### config.mk
export PLATFORM = sky130hd
export DESIGN_NAME = tbcs_sqrt_stage
export DESIGN_NICKNAME = d
export VERILOG_FILES = /design/src/rtl/tbcs_pkg.sv /design/src/rtl/tbcs_sqrt_stage.sv
export SDC_FILE = /design/constraint.sdc
export NUM_CORES = 1
export LEC_CHECK = 0
export BUFFER_PORTS_ARGS = -buffer_cell sky130_fd_sc_hd__buf_4
export CAP_MARGIN = 20
export CELL_PAD_IN_SITES_DETAIL_PLACEMENT = 1
export CELL_PAD_IN_SITES_GLOBAL_PLACEMENT = 2
export CORE_MARGIN = 3
export CORE_UTILIZATION = 27
export CTS_BUF_LIST = sky130_fd_sc_hd__clkbuf_16
export DETAILED_ROUTE_END_ITERATION = 16
export PLACE_DENSITY_LB_ADDON = 0.1
export SYNTH_ARGS = -nofsm -noshare
export SYNTH_HDL_FRONTEND = slang
export SYNTH_SLANG_ARGS = --single-unit
### constraint.sdc
create_clock -name clk -period 0.8 [get_ports clk]
set_input_delay 0.16 -clock clk [delete_from_list [all_inputs] [get_ports clk]]
set_output_delay 0.16 -clock clk [all_outputs]
set_load 0.03 [all_outputs]
### src/rtl/tbcs_pkg.sv
package tbcs_pkg;

    localparam int COORD_WIDTH_DEF = 32;

endpackage

### src/rtl/tbcs_sqrt_stage.sv
// One step of the floored square root: tries one result bit per stage.
module tbcs_sqrt_stage
    import tbcs_pkg::*;
#(
    parameter int CW  = COORD_WIDTH_DEF,
    parameter int BIT = 0
)
(
    input  logic              clk,
    input  logic              rst_n,
    input  logic              en,
    input  logic              valid_in,
    input  logic [2*CW+1:0]   rem_in,
    input  logic [CW:0]       root_in,
    input  logic [CW-1:0]     cx_in,
    input  logic [CW-1:0]     cy_in,
    input  logic [CW-1:0]     cz_in,
    input  logic              last_in_s,
    output logic              valid_out,
    output logic [2*CW+1:0]   rem_out,
    output logic [CW:0]       root_out,
    output logic [CW-1:0]     cx_out,
    output logic [CW-1:0]     cy_out,
    output logic [CW-1:0]     cz_out,
    output logic              last_out_s
);

    // Restoring method: remainder kept, trial = (2*root + 2^bit) << bit
    logic [2*CW+3:0] trial;
    logic [2*CW+3:0] rem_ext;
    logic            take;
    logic [2*CW+1:0] rem_next;
    logic [CW:0]     root_next;
    logic            valid_reg;
    logic [2*CW+1:0] rem_reg;
    logic [CW:0]     root_reg;
    logic [CW-1:0]   cx_reg;
    logic [CW-1:0]   cy_reg;
    logic [CW-1:0]   cz_reg;
    logic            last_reg;

    always_comb
    begin
        trial     = ({{(CW+3){1'b0}}, root_in} << (BIT + 1))
                  | ({{(2*CW+3){1'b0}}, 1'b1} << (2 * BIT));
        rem_ext   = {2'b00, rem_in};
        take      = (trial <= rem_ext);
        rem_next  = take ? (2*CW+2)'(rem_ext - trial) : rem_in;
        root_next = take ? (root_in | ({{CW{1'b0}}, 1'b1} << BIT)) : root_in;
    end

    always_ff @(posedge clk or negedge rst_n)
    begin
        if (!rst_n)
        begin
            valid_reg <= 1'b0;
        end
        else if (en)
        begin
            valid_reg <= valid_in;
        end
    end

    always_ff @(posedge clk)
    begin
        if (en)
        begin
            rem_reg  <= rem_next;
            root_reg <= root_next;
            cx_reg   <= cx_in;
            cy_reg   <= cy_in;
            cz_reg   <= cz_in;
            last_reg <= last_in_s;
        end
    end

    assign valid_out  = valid_reg;
    assign rem_out    = rem_reg;
    assign root_out   = root_reg;
    assign cx_out     = cx_reg;
    assign cy_out     = cy_reg;
    assign cz_out     = cz_reg;
    assign last_out_s = last_reg;

endmodule

======== After elaboration in Yosys (flattened, before gate mapping) ========
Cells that the tools add are included.
cells by class
  $add $sub $neg .......................... 1
  $lt $le $gt $ge ......................... 1
  multiplexer cells ....................... 1
operators with widths
  kind            count
  $le 34x66->1    1
  $mux 66         1
  $sub 66x34->66  1
word-level totals
  bits in registers ....................... 197
  output and inout port bits .............. 197
  word-level logic and storage cells ...... 11

======== Logic depth before layout (Yosys ltp) ========
Gate-level depths: netlist of the first run.
  depth in word-level cells ............... 2
  gate-level depth with buffers ........... 12
  depth with buffers taken out ............ 11

======== Least setup slack after synthesis of the first run ========
Ideal clock, no wire load.
  path type ............................... in2reg
  from .................................... input port root_in[27]
  to ...................................... register rem_reg[45], in the netlist rem_out[45], data pin
  setup time .............................. 0.257 ns
  arrival ................................. 2.603 ns
  data required time ...................... 0.543 ns
  path slack .............................. -2.059 ns
  stages .................................. 11
  cells stage by stage .................... inv_1 > ha_1 > clkbuf_1 > and4_1 > nor3b_2 > nand3_1 > o31ai_2 > o31ai_2 > nor3_2 > or4b_1 > a32o_1
on the way
  cells in the longest elaborated chain, start to end .. 2
  elaborated cells on any way between the ends .. 3
  those cells by class .................... 1 x add/sub; 1 x order compare; 1 x mux
RTL lines
  what                                                   RTL line                                      source
  from (decl)                                            tbcs_sqrt_stage.sv:14                         input logic [CW:0] root_in,
  $sub 66x34->66 / $le 34x66->1 (equally long branches)  tbcs_sqrt_stage.sv:48, tbcs_sqrt_stage.sv:47
  $mux 66 (*)                                            tbcs_sqrt_stage.sv:48                         rem_next = take ? (2*CW+2)'(rem_ext - trial) : rem_in;
  net rem_next[45]                                       tbcs_sqrt_stage.sv:32                         logic [2*CW+1:0] rem_next;
  to (signal assigned)                                   tbcs_sqrt_stage.sv:68                         rem_reg <= rem_next;
  to (decl)                                              tbcs_sqrt_stage.sv:35                         logic [2*CW+1:0] rem_reg;
The timed path passes the listed nets; every way through them passes the cells marked *.
A chain may end at the register's enable or synchronous reset.

======== Worst setup path in the final report of the first run ========
  from .................................... input port rem_in[60]
  to ...................................... register rem_reg[4], in the netlist rem_out[4], data pin
on the way
  cells in the longest elaborated chain, start to end .. 2
RTL lines
  what             RTL line               source
  from (decl)      tbcs_sqrt_stage.sv:13  input logic [2*CW+1:0] rem_in,
  $le 34x66->1     tbcs_sqrt_stage.sv:47  take = (trial <= rem_ext);
  $mux 66          tbcs_sqrt_stage.sv:48
  net rem_next[4]  tbcs_sqrt_stage.sv:32
The timed path passes the listed nets, and every way through them passes these cells.

==> metrics.yaml, run 1 <==
placed_design:
  placedCellCount: 1776
  placed_cell_area_um2: 14790
  port_buffers: 396
  gp_congestion: 0.7937
  dp_hpwl_um: 30200
grt:
  antenna_found_initial: 2
  grt_max_degree: 31
  grt_pass1_vias: 10070
  met1_usage_pct: 25.81
  met2_usage_pct: 40.49
  top_usage_layer: "met2"
  grt.overflow.total: 0
  use_met3_pct: 4.287
  grt_pass1_wl_um: 61310
  grtUsageTotal_pct: 22.01
route:
  antenna_left: 0
  dr.pass1.iters: 5
  drt_iter0_drc: 399
  wl_per_cell_um: 21.40
  routed-via-count: 9195
  drc: 0
  routed_via_density: 4.607
  wl_um: 42710
critical_path:
  critPathArrivalTime_ns: 2.69
  end_kind: "register"
  worst-path-max-fanout: 5
  r2r_cells: 1
  cp-start-kind: "primary input"
  worstPathRequired_ns: 0.99
  rrSetupSlack_ns: 0.03
  worstSetupPathType: "primary input to register"
pwr:
  peakVddDrop_v: 0.001501
  power_w: 0.03236
  p_leak_nw: 7.961
  power_density_nw_per_um2: 1712
floorplan:
  rows: 67
  dieArea_um2: 37120
  core_region_area_um2: 33950
  start_util_pct: 27.71
  die_h_um: 192.7
  ios: 397
  die_w_um: 192.7
logic_synthesis:
  syn_nets: 969
  synth_flop_cell: "edfxtp_1"
  syn_area_um2: 9409
  synth_edf_count: 196
  synthArstFlopShare_pct: 0.5076
  synth-seq-cells: 197
  synthCells: 734
  yosysWarnings: 0
  syn_area_per_cell_um2: 12.82
  ys_types: 70
  synth_seq_area_share_pct: 62.82
timing:
  layout_setup_ws_ns: -1.701
  slew_headroom_pct: 62.19
  min_period_over_period_pct: 312.7
  slew_viol_final: 0
  period_needed_ns: 2.501
  skew_ns: 0
  final-setup-viol-count: 264
  fmax_mhz: 399.8
  hold_slack_ns: 0.01467
  hold_viol: 0
  rsz0062_at_grt: "yes"
  worst_pin_slew_ns: 0.5529
clock_tree:
  cts_root_buffer: "clkbuf_16"
  clock-sinks: 197
  clockBufferDepth: 2
  numCtsBuffers: 17
  cts_tree: "done"
  worstSkewPairLatency_ns: 0.44
  clkTransAtPathRegs_ns: 0.08
  htreeDepth: 4
finish:
  layout.cells.non_filler: 1996
  post-route-util_pct: 55.68
  syn2layout_area_growth_pct: 100.9
  drive_gt1_share_pct: 55.08
  final_area_um2: 18910
  nets: 1767
hold_path:
  hold_depth: 3
  hp-class: "primary input to register"
status:
  status: "finished with violations"
  failed_checks: "negative setup slack"
job:
  maxCapViolCount: 0
## state kept, by name, summed over array words and instances, names as in the netlist
signal      flops
rem_out        66
root_out       33
cx_out         32
cy_out         32
cz_out         32
last_out_s      1
valid_out       1
## cell families after synthesis
family,Yosys count,synth area share (%)
and+or+nand+nor,209,11.66
DFF,197,62.82
AOI/OAI and AO/OA,169,11.94
xor gates and xnor gates,62,5.771
buffers and inverters,59,2.673
adders and majority gates,35,4.734
muxes,3,0.3989
## cells in the final DEF, fill, tap and decap left out, types with 10 or more instances in the layout
cell	n
o21ai_1	12
buf_6	213
nor2_1	34
a21o_1	28
inv_1	26
nand2_1	52
xor2_1	22
xnor2_2	10
buf_4	419
nor3_1	15
dlygate4sd3_1	148
nand2_2	10
nand4_1	17
buf_12	10
o21ai_0	13
xnor2_1	29
clkbuf_16	19
ha_4	25
edfxtp_1	196
a21oi_1	27
o21ai_2	22
## worst max-delay path: stages
cell and delay (ns):
buf_6 0.09, or4_4 0.53, or4b_4 0.52, nor4_4 0.24
o31ai_4 0.15, buf_6 0.15, nor3_4 0.22, buf_6 0.17
buf_12 0.15, mux2_4 0.31
## routing by layer
layer | routed length, um | vias up
met5 | 0 | -
met4 | 993 | 0
met3 | 2320 | 45
met2 | 22530 | 284
met1 | 16870 | 4493
li1 | - | 4373
## area by class of cell
| class | count | area [um^2] |
|---|---|---|
| diodes | 3 | 7.507 |
| clock buffers | 17 | 425.4 |
| clock inverters | 15 | 166.4 |
| fillers | 3490 | 15050 |
| inverters | 38 | 170.2 |
| multi-input cells | 478 | 4254 |
| flip-flops and latches | 197 | 5912 |
| well taps | 448 | 560.5 |
| repair buffers | 800 | 7410 |
## worst paths after layout
kind                          endpoint  startpoint
min reg2reg                  valid_out   valid_out
min                        rem_out[20]  rem_in[20]
min in group asynchronous    valid_out       rst_n
max in group asynchronous    valid_out       rst_n
max reg2reg                  valid_out   valid_out
max                         rem_out[4]  rem_in[60]
## power by group
group / internal (W) / total (W) / switching (W)
Combinational: 0.00519 / 0.0105 / 0.00527
Sequential: 0.0125 / 0.0130 / 0.000506
Clock: 0.00445 / 0.00886 / 0.00441
## cells in the mapped netlist, types with 3 or more instances
cell type,count,share of area [%]
nor2b_1,6,0.40
o21ai_0,47,2.5
buf_4,4,0.32
ha_1,34,4.5
nor3b_1,3,0.24
o31ai_1,3,0.24
xnor2_1,39,3.6
nand3b_1,3,0.24
nand3_1,13,0.69
xor2_1,23,2.1
or4_1,3,0.24
o21bai_1,4,0.32
clkbuf_1,10,0.40
and3_1,4,0.27
inv_1,37,1.5
nand2b_1,6,0.40
a211oi_1,7,0.56
edfxtp_1,196,63
or4b_1,3,0.32
nor4_1,3,0.20
nand2_1,67,2.7
nand4_1,17,1.1
nor3_1,20,1.1
nor4_2,3,0.40
nor2_1,39,1.6
o211ai_1,8,0.64
buf_2,4,0.21
o21a_1,7,0.56
a21o_1,28,2.2
a21oi_1,37,2.0
## timing repair
action                                  in CTS  in global routing
endpoints found under the hold margin      148                  0
pin swaps                                   45                 59
buffers inserted                            19                 20
hold buffers                               148                  0
gates cloned                                 3                  2
gates resized for setup                    285                119
endpoints found under the setup margin     264                264
## metrics by stage
| stage | worst slack [ns] | TNS [ns] |
|---|---|---|
| global placement | -2.228 | -174.96 |
| finish | -1.701 | -175.11 |
| CTS | -1.655 | -179.57 |
| global route | -1.754 | -188.66 |
| detailed placement | -2.290 | -180.83 |
| floorplan | -1.862 | -107.86 |
Note: power is estimated with default switching activity, not from simulation.
==> run 2: changes to the inputs <==
ABC_AREA = 1   (was unset)
CORE_UTILIZATION = 26   (was 27)
PLACE_DENSITY = 0.76   (was unset)
PLACE_DENSITY_LB_ADDON = unset   (was 0.1)
==> run 2 against run 1 <==
  * The run still ends with negative setup slack left
  * Count of clock-buffer cells in the layout did not move
  * Global-route usage rose by 2.0 points
  * Core utilization decreased by 3.0 points
  * Design area is 19% higher
  * First-iteration DRC count rose by 26%
  * Synthesized cell count increased by 70%
  * Clock skew unchanged
  * Flip-flop and latch count is the same
  * Synthesized area rose by 20%
  * Highest routed layer is now met5
==> metrics.yaml, run 2 <==
finish:
  num_antenna_cells: 0
  mostFrequentLayoutCell: "buf_4"
  layout_common_cells: "buf_4, nand2_1, buf_6, edfxtp_1, inv_1"
  drive_gt1_share_pct: 56.22
  largest_reg_flops: 66
  syn2layout_area_growth_pct: 98.01
  nets: 2353
route:
  routed_via_density: 4.444
  routed-via-count: 12030
  drt_iter0_drc: 501
  antenna_left: 0
  dr.pass1.iters: 4
  wl_um: 57260
  drc: 0
  wl_per_cell_um: 21.15
pwr:
  peakVddDrop_v: 0.001005
  p_leak_nw: 10.09
  internal_power_w: 0.02272
  power_frac_seq_pct: 37.6
  power_w: 0.03478
  switchingPower_w: 0.01206
  p_sw_share_pct: 34.68
  power_density_nw_per_um2: 1552
  clockPowerShare_pct: 26.3
  combPwrFrac_pct: 36.1
critical_path:
  critPathArrivalTime_ns: 2.01
  reg2reg_from: "valid_out"
  end_kind: "register"
  worstSetupStartpoint: "root_in[0]"
  crit_path_end: "rem_out[44]"
  r2r_cells: 1
  worstPathRequired_ns: 1.04
  worstSetupPathType: "primary input to register"
  r2r_end: "valid_out"
  rrSetupSlack_ns: 0.01
  cp-start-kind: "primary input"
  worst-path-max-fanout: 4
job:
  maxCapViolCount: 0
timing:
  min_period_over_period_pct: 220.8
  rsz0062_at_grt: "yes"
  layout_setup_ws_ns: -0.9663
  worst_pin_slew_ns: 0.3134
  hold_viol: 0
  final-setup-viol-count: 264
  slew_headroom_pct: 78.95
  slew_viol_final: 0
  fmax_mhz: 566.2
  period_needed_ns: 1.766
  skew_ns: 0
logic_synthesis:
  synthCells: 1245
  yosysTopAreaCell: "edfxtp_1"
  synth_edf_count: 196
  syn_nets: 1480
  synth.top_cell.area_share_pct: 52.01
  syn_area_um2: 11320
  synth_area_leaders: "edfxtp_1, nand2_1, inv_1, nor2_1, ha_1"
  synth-seq-cells: 197
  synth_seq_area_share_pct: 52.23
  ys_types: 44
  synth_flop_cell: "edfxtp_1"
  netlist_top_cells_count: "nand2_1, edfxtp_1, inv_1, nor2_1, nand3_1"
  synth.most_common_cell: "nand2_1"
  syn_area_per_cell_um2: 9.089
  synthArstFlopShare_pct: 0.5076
  yosysWarnings: 0
floorplan:
  dieArea_um2: 46060
  core_region_area_um2: 42510
  ios: 397
  start_util_pct: 26.62
  die_w_um: 214.6
  die_h_um: 214.6
  rows: 75
placed_design:
  gp_congestion: 0.8718
  port_buffers: 396
  dp_hpwl_um: 40660
  place_worst_setup_slack_ns: -1.576
clock_tree:
  clock-sinks: 197
  htreeDepth: 4
  cts_root_buffer: "clkbuf_16"
  worstSkewPairLatency_ns: 0.46
  numCtsBuffers: 17
  clkTransAtPathRegs_ns: 0.09
  cts_tree: "done"
  clockBufferDepth: 2
grt:
  grt.overflow.total: 0
  grt_pass1_wl_um: 83790
  grtUsageTotal_pct: 24.00
  grt_pass1_vias: 13300
  antenna_found_initial: 1
  grt_max_degree: 42
status:
  status: "finished with violations"
  failed_checks: "negative setup slack"
hold_path:
  hp-class: "primary input to register"
-- run 2: logic make-up (layout without fill, tap and decap cells) --
| logic type | Yosys count | in the layout | share of synthesized area (%) |
|---|---|---|---|
| xor gates and xnor gates | 31 | 31 | 2.399 |
| buffers and inverters | 215 | 1101 | 7.983 |
| and+or+nand+nor | 659 | 659 | 26.22 |
| DFF | 197 | 197 | 52.23 |
| muxes | 1 | 1 | 0.09951 |
| adders and majority gates | 35 | 35 | 3.936 |
| AOI/OAI and AO/OA | 107 | 107 | 7.132 |
-- run 2: metal layers --
| layer | track usage, % | routed length, um | vias to the layer above |
|---|---|---|---|
| li1 | - | - | 5768 |
| met1 | 28.01 | 23260 | 5894 |
| met2 | 44.30 | 30050 | 304 |
| met3 | 4.804 | 2475 | 65 |
| met4 | 7.208 | 1463 | 2 |
| met5 | 0 | 9 | - |
-- run 2: power groups by stage --
stage	clock (W)	sequential [W]	combinational [W]
after floorplan	0	0.0150	0.00273
after global placement	0	0.0130	0.00965
after detailed placement	0	0.0131	0.00978
after CTS	0.00920	0.0130	0.0117
after global routing	0.00973	0.0132	0.0132
final	0.00915	0.0131	0.0125
-- run 2: worst max-delay path, stage by stage --
cell     delay (ns)
buf_4          0.13
fa_2           0.45
nor2_1         0.17
o21ai_0        0.13
nand2_1        0.18
nand2_1        0.10
nand2_2        0.11
nand2_1        0.06
nand2_1        0.10
buf_12         0.13
nand2_1        0.10
nand3_1        0.12
a21oi_2        0.06
-- run 2: timing repair --
action                     in CTS  in global routing
gates resized for setup       439                185
hold buffers                  142                  0
cloned                          8                  0
setup endpoints to repair     264                265
setup buffers                  32                 29
hold endpoints to repair      141                  0
pin swaps                      77                 89
-- run 2: per-stage QoR --
stage	setup TNS (ns)	hold WS [ns]	std cells	area [um^2]	utilization, %
2_1_floorplan	-71.48	-0.1356	1245	11860	-
3_3_place_gp	-139.64	-0.06419	2470	17520	41.22
3_5_place_dp	-138.46	-0.05929	2470	17520	41.22
4_1_cts	-135.35	0.03561	2684	21600	50.82
5_1_grt	-147.78	0.06572	2708	22410	52.71
6_report	-135.80	0.07023	2708	22410	52.71
-- run 2: final cells by class --
cell class                 instances  area [um^2]
clock buffer                      17        425.4
clock inverter                    15        171.4
fill                            4732        20100
inverter                         204        819.5
multi-input combinational        833         6297
sequential                       197         5912
tap                              577        721.9
timing repair buffer             864         8043
timing repair inverter             1        16.27
-- run 2: worst min path at each step --
stage          startpoint          to  slack (ns)  cells past startpoint
2_1_floorplan       rst_n   valid_out       -0.14                      0
3_3_place_gp        rst_n   valid_out       -0.06                      1
3_5_place_dp        rst_n   valid_out       -0.06                      1
4_1_cts         rem_in[9]  rem_out[9]        0.04                      4
5_1_grt         rem_in[9]  rem_out[9]        0.07                      4
6_report        rem_in[7]  rem_out[7]        0.07                      4
==> run 3: changes to the inputs <==
PLACE_DENSITY = unset   (was 0.76)
PLACE_DENSITY_LB_ADDON = 0.05   (was unset)
==> run 3 against run 2 <==
  * The flow still finishes with violations (negative setup slack)
  * Core utilization fell by 0.33 points
  * Non-clock buffer count up 5
  * Maximum frequency down 0.20%
  * Hold slack got worse by 0.034 ns
  * Wire length is 4.3% lower
==> metrics.yaml, run 3 (synthesis results as in run 2) <==
timing:
  final-setup-viol-count: 264
  slew_viol_final: 0
  layout_setup_ws_ns: -0.9698
  slew_headroom_pct: 76.58
  hold_slack_ns: 0.03573
  hold_viol: 0
  period_needed_ns: 1.770
  fmax_mhz: 565.0
  min_period_over_period_pct: 221.2
  rsz0062_at_grt: "yes"
  worst_pin_slew_ns: 0.3500
  skew_ns: 0
  fin_setup_tns_ns: -139.67
critical_path:
  slowest_stage: "ha_4"
  r2r_end: "valid_out"
  reg2reg_from: "valid_out"
  cpPeakStageDelay_ns: 0.29
  path_common_cell: "buf_12"
  path_buf_inv: 5
  crit_family: "buffers and inverters"
  end_kind: "register"
  worstPathRequired_ns: 1.04
  worst-path-max-fanout: 5
  worstSetupStartpoint: "rem_in[33]"
  rrSetupSlack_ns: 0.01
  r2r_cells: 1
  worstSetupPathType: "primary input to register"
  critical_path.cell_chain: "buf_4, ha_4, a21oi_4, o21ai_1, o21bai_4, nor2_4, nand3_4, buf_12, inv_12, buf_12, clkbuf_16, a21oi_2"
  cp-start-kind: "primary input"
  critPathArrivalTime_ns: 2.01
placed_design:
  port_buffers: 396
  dp_hpwl_um: 41180
  place_worst_setup_slack_ns: -1.565
  gp_congestion: 0.8629
hold_path:
  hold_start: "rem_in[8]"
  hp-class: "primary input to register"
  worstHoldEndpoint: "rem_out[8]"
  hold_depth: 4
finish:
  nets: 2359
  drive_gt1_share_pct: 53.67
  mostFrequentLayoutCell: "buf_4"
  multi_input_area_um2: 5968
  num_antenna_cells: 0
  largest_reg_flops: 66
  layout_common_cells: "buf_4, nand2_1, buf_6, edfxtp_1, inv_1"
  nFillCells: 4683
  syn2layout_area_growth_pct: 96.78
  seq_area_um2: 5912
pwr:
  power_w: 0.03434
  power_density_nw_per_um2: 1542
  peakVddDrop_v: 0.001637
  p_leak_nw: 10.09
job:
  maxCapViolCount: 0
status:
  status: "finished with violations"
  failed_checks: "negative setup slack"
route:
  wl_per_cell_um: 20.20
  routed_via_density: 4.374
  dr.pass1.iters: 4
  wl_um: 54820
  routed-via-count: 11870
  antenna_left: 0
  drc: 0
  drt_iter0_drc: 470
floorplan:
  rows: 75
  die_w_um: 214.6
  dieArea_um2: 46060
  die_h_um: 214.6
  start_util_pct: 26.62
  core_region_area_um2: 42510
  ios: 397
grt:
  grt_pass1_vias: 12860
  grtUsageTotal_pct: 23.46
  antenna_found_initial: 3
  grt_max_degree: 34
  grt.overflow.total: 0
  grt_pass1_wl_um: 80950
clock_tree:
  clkTransAtPathRegs_ns: 0.08
  htreeDepth: 4
  clock-sinks: 197
  cts_tree: "done"
  cts_root_buffer: "clkbuf_16"
  clockBufferDepth: 2
  worstSkewPairLatency_ns: 0.49
  numCtsBuffers: 17
## run 3: cell type report
cell class | instances | area share, %
well taps | 577 | 3.242
inverters | 204 | 3.664
multi-input cells | 833 | 26.80
flip-flops and latches | 197 | 26.55
repair inverters | 2 | 0.1236
clock buffers | 17 | 1.910
repair buffers | 869 | 36.94
clock inverters | 15 | 0.7698
## run 3: where the power goes
| part | total, W | switching, W | internal (W) |
|---|---|---|---|
| Sequential | 0.0131 | 0.000527 | 0.0125 |
| Clock | 0.00910 | 0.00467 | 0.00443 |
| Combinational | 0.0122 | 0.00634 | 0.00584 |
## run 3: repair_timing
item | CTS | global route
hold buffers | 146 | 0
gates cloned | 9 | 2
gates resized for setup | 385 | 165
buffers inserted | 36 | 22
setup endpoints to repair | 264 | 264
pin swaps | 36 | 51
hold endpoints to repair | 145 | 0
## run 3: metrics by stage
step / area, um^2 / utilization [%] / instances
detailed placement: 17570 / 41.33 / 2474
global route: 22270 / 52.38 / 2714
floorplan: 11860 / - / 1245
CTS: 21630 / 50.88 / 2697
global placement: 17570 / 41.33 / 2474
finish: 22270 / 52.38 / 2714
## run 3: worst max-delay path by stage
stage,end,slack (ns),cells past startpoint
final,rem_out[46],-0.97,12
after global placement,rem_out[59],-1.58,15
after floorplan,rem_out[12],-1.14,14
after global routing,rem_out[62],-0.99,17
after detailed placement,rem_out[29],-1.57,12
after CTS,rem_out[9],-0.86,16
## run 3: metal layers
layer	wire, um	global-route usage [%]
met5	35	0
met4	811	5.456
met3	2535	5.356
met2	27640	41.23
met1	23800	29.30
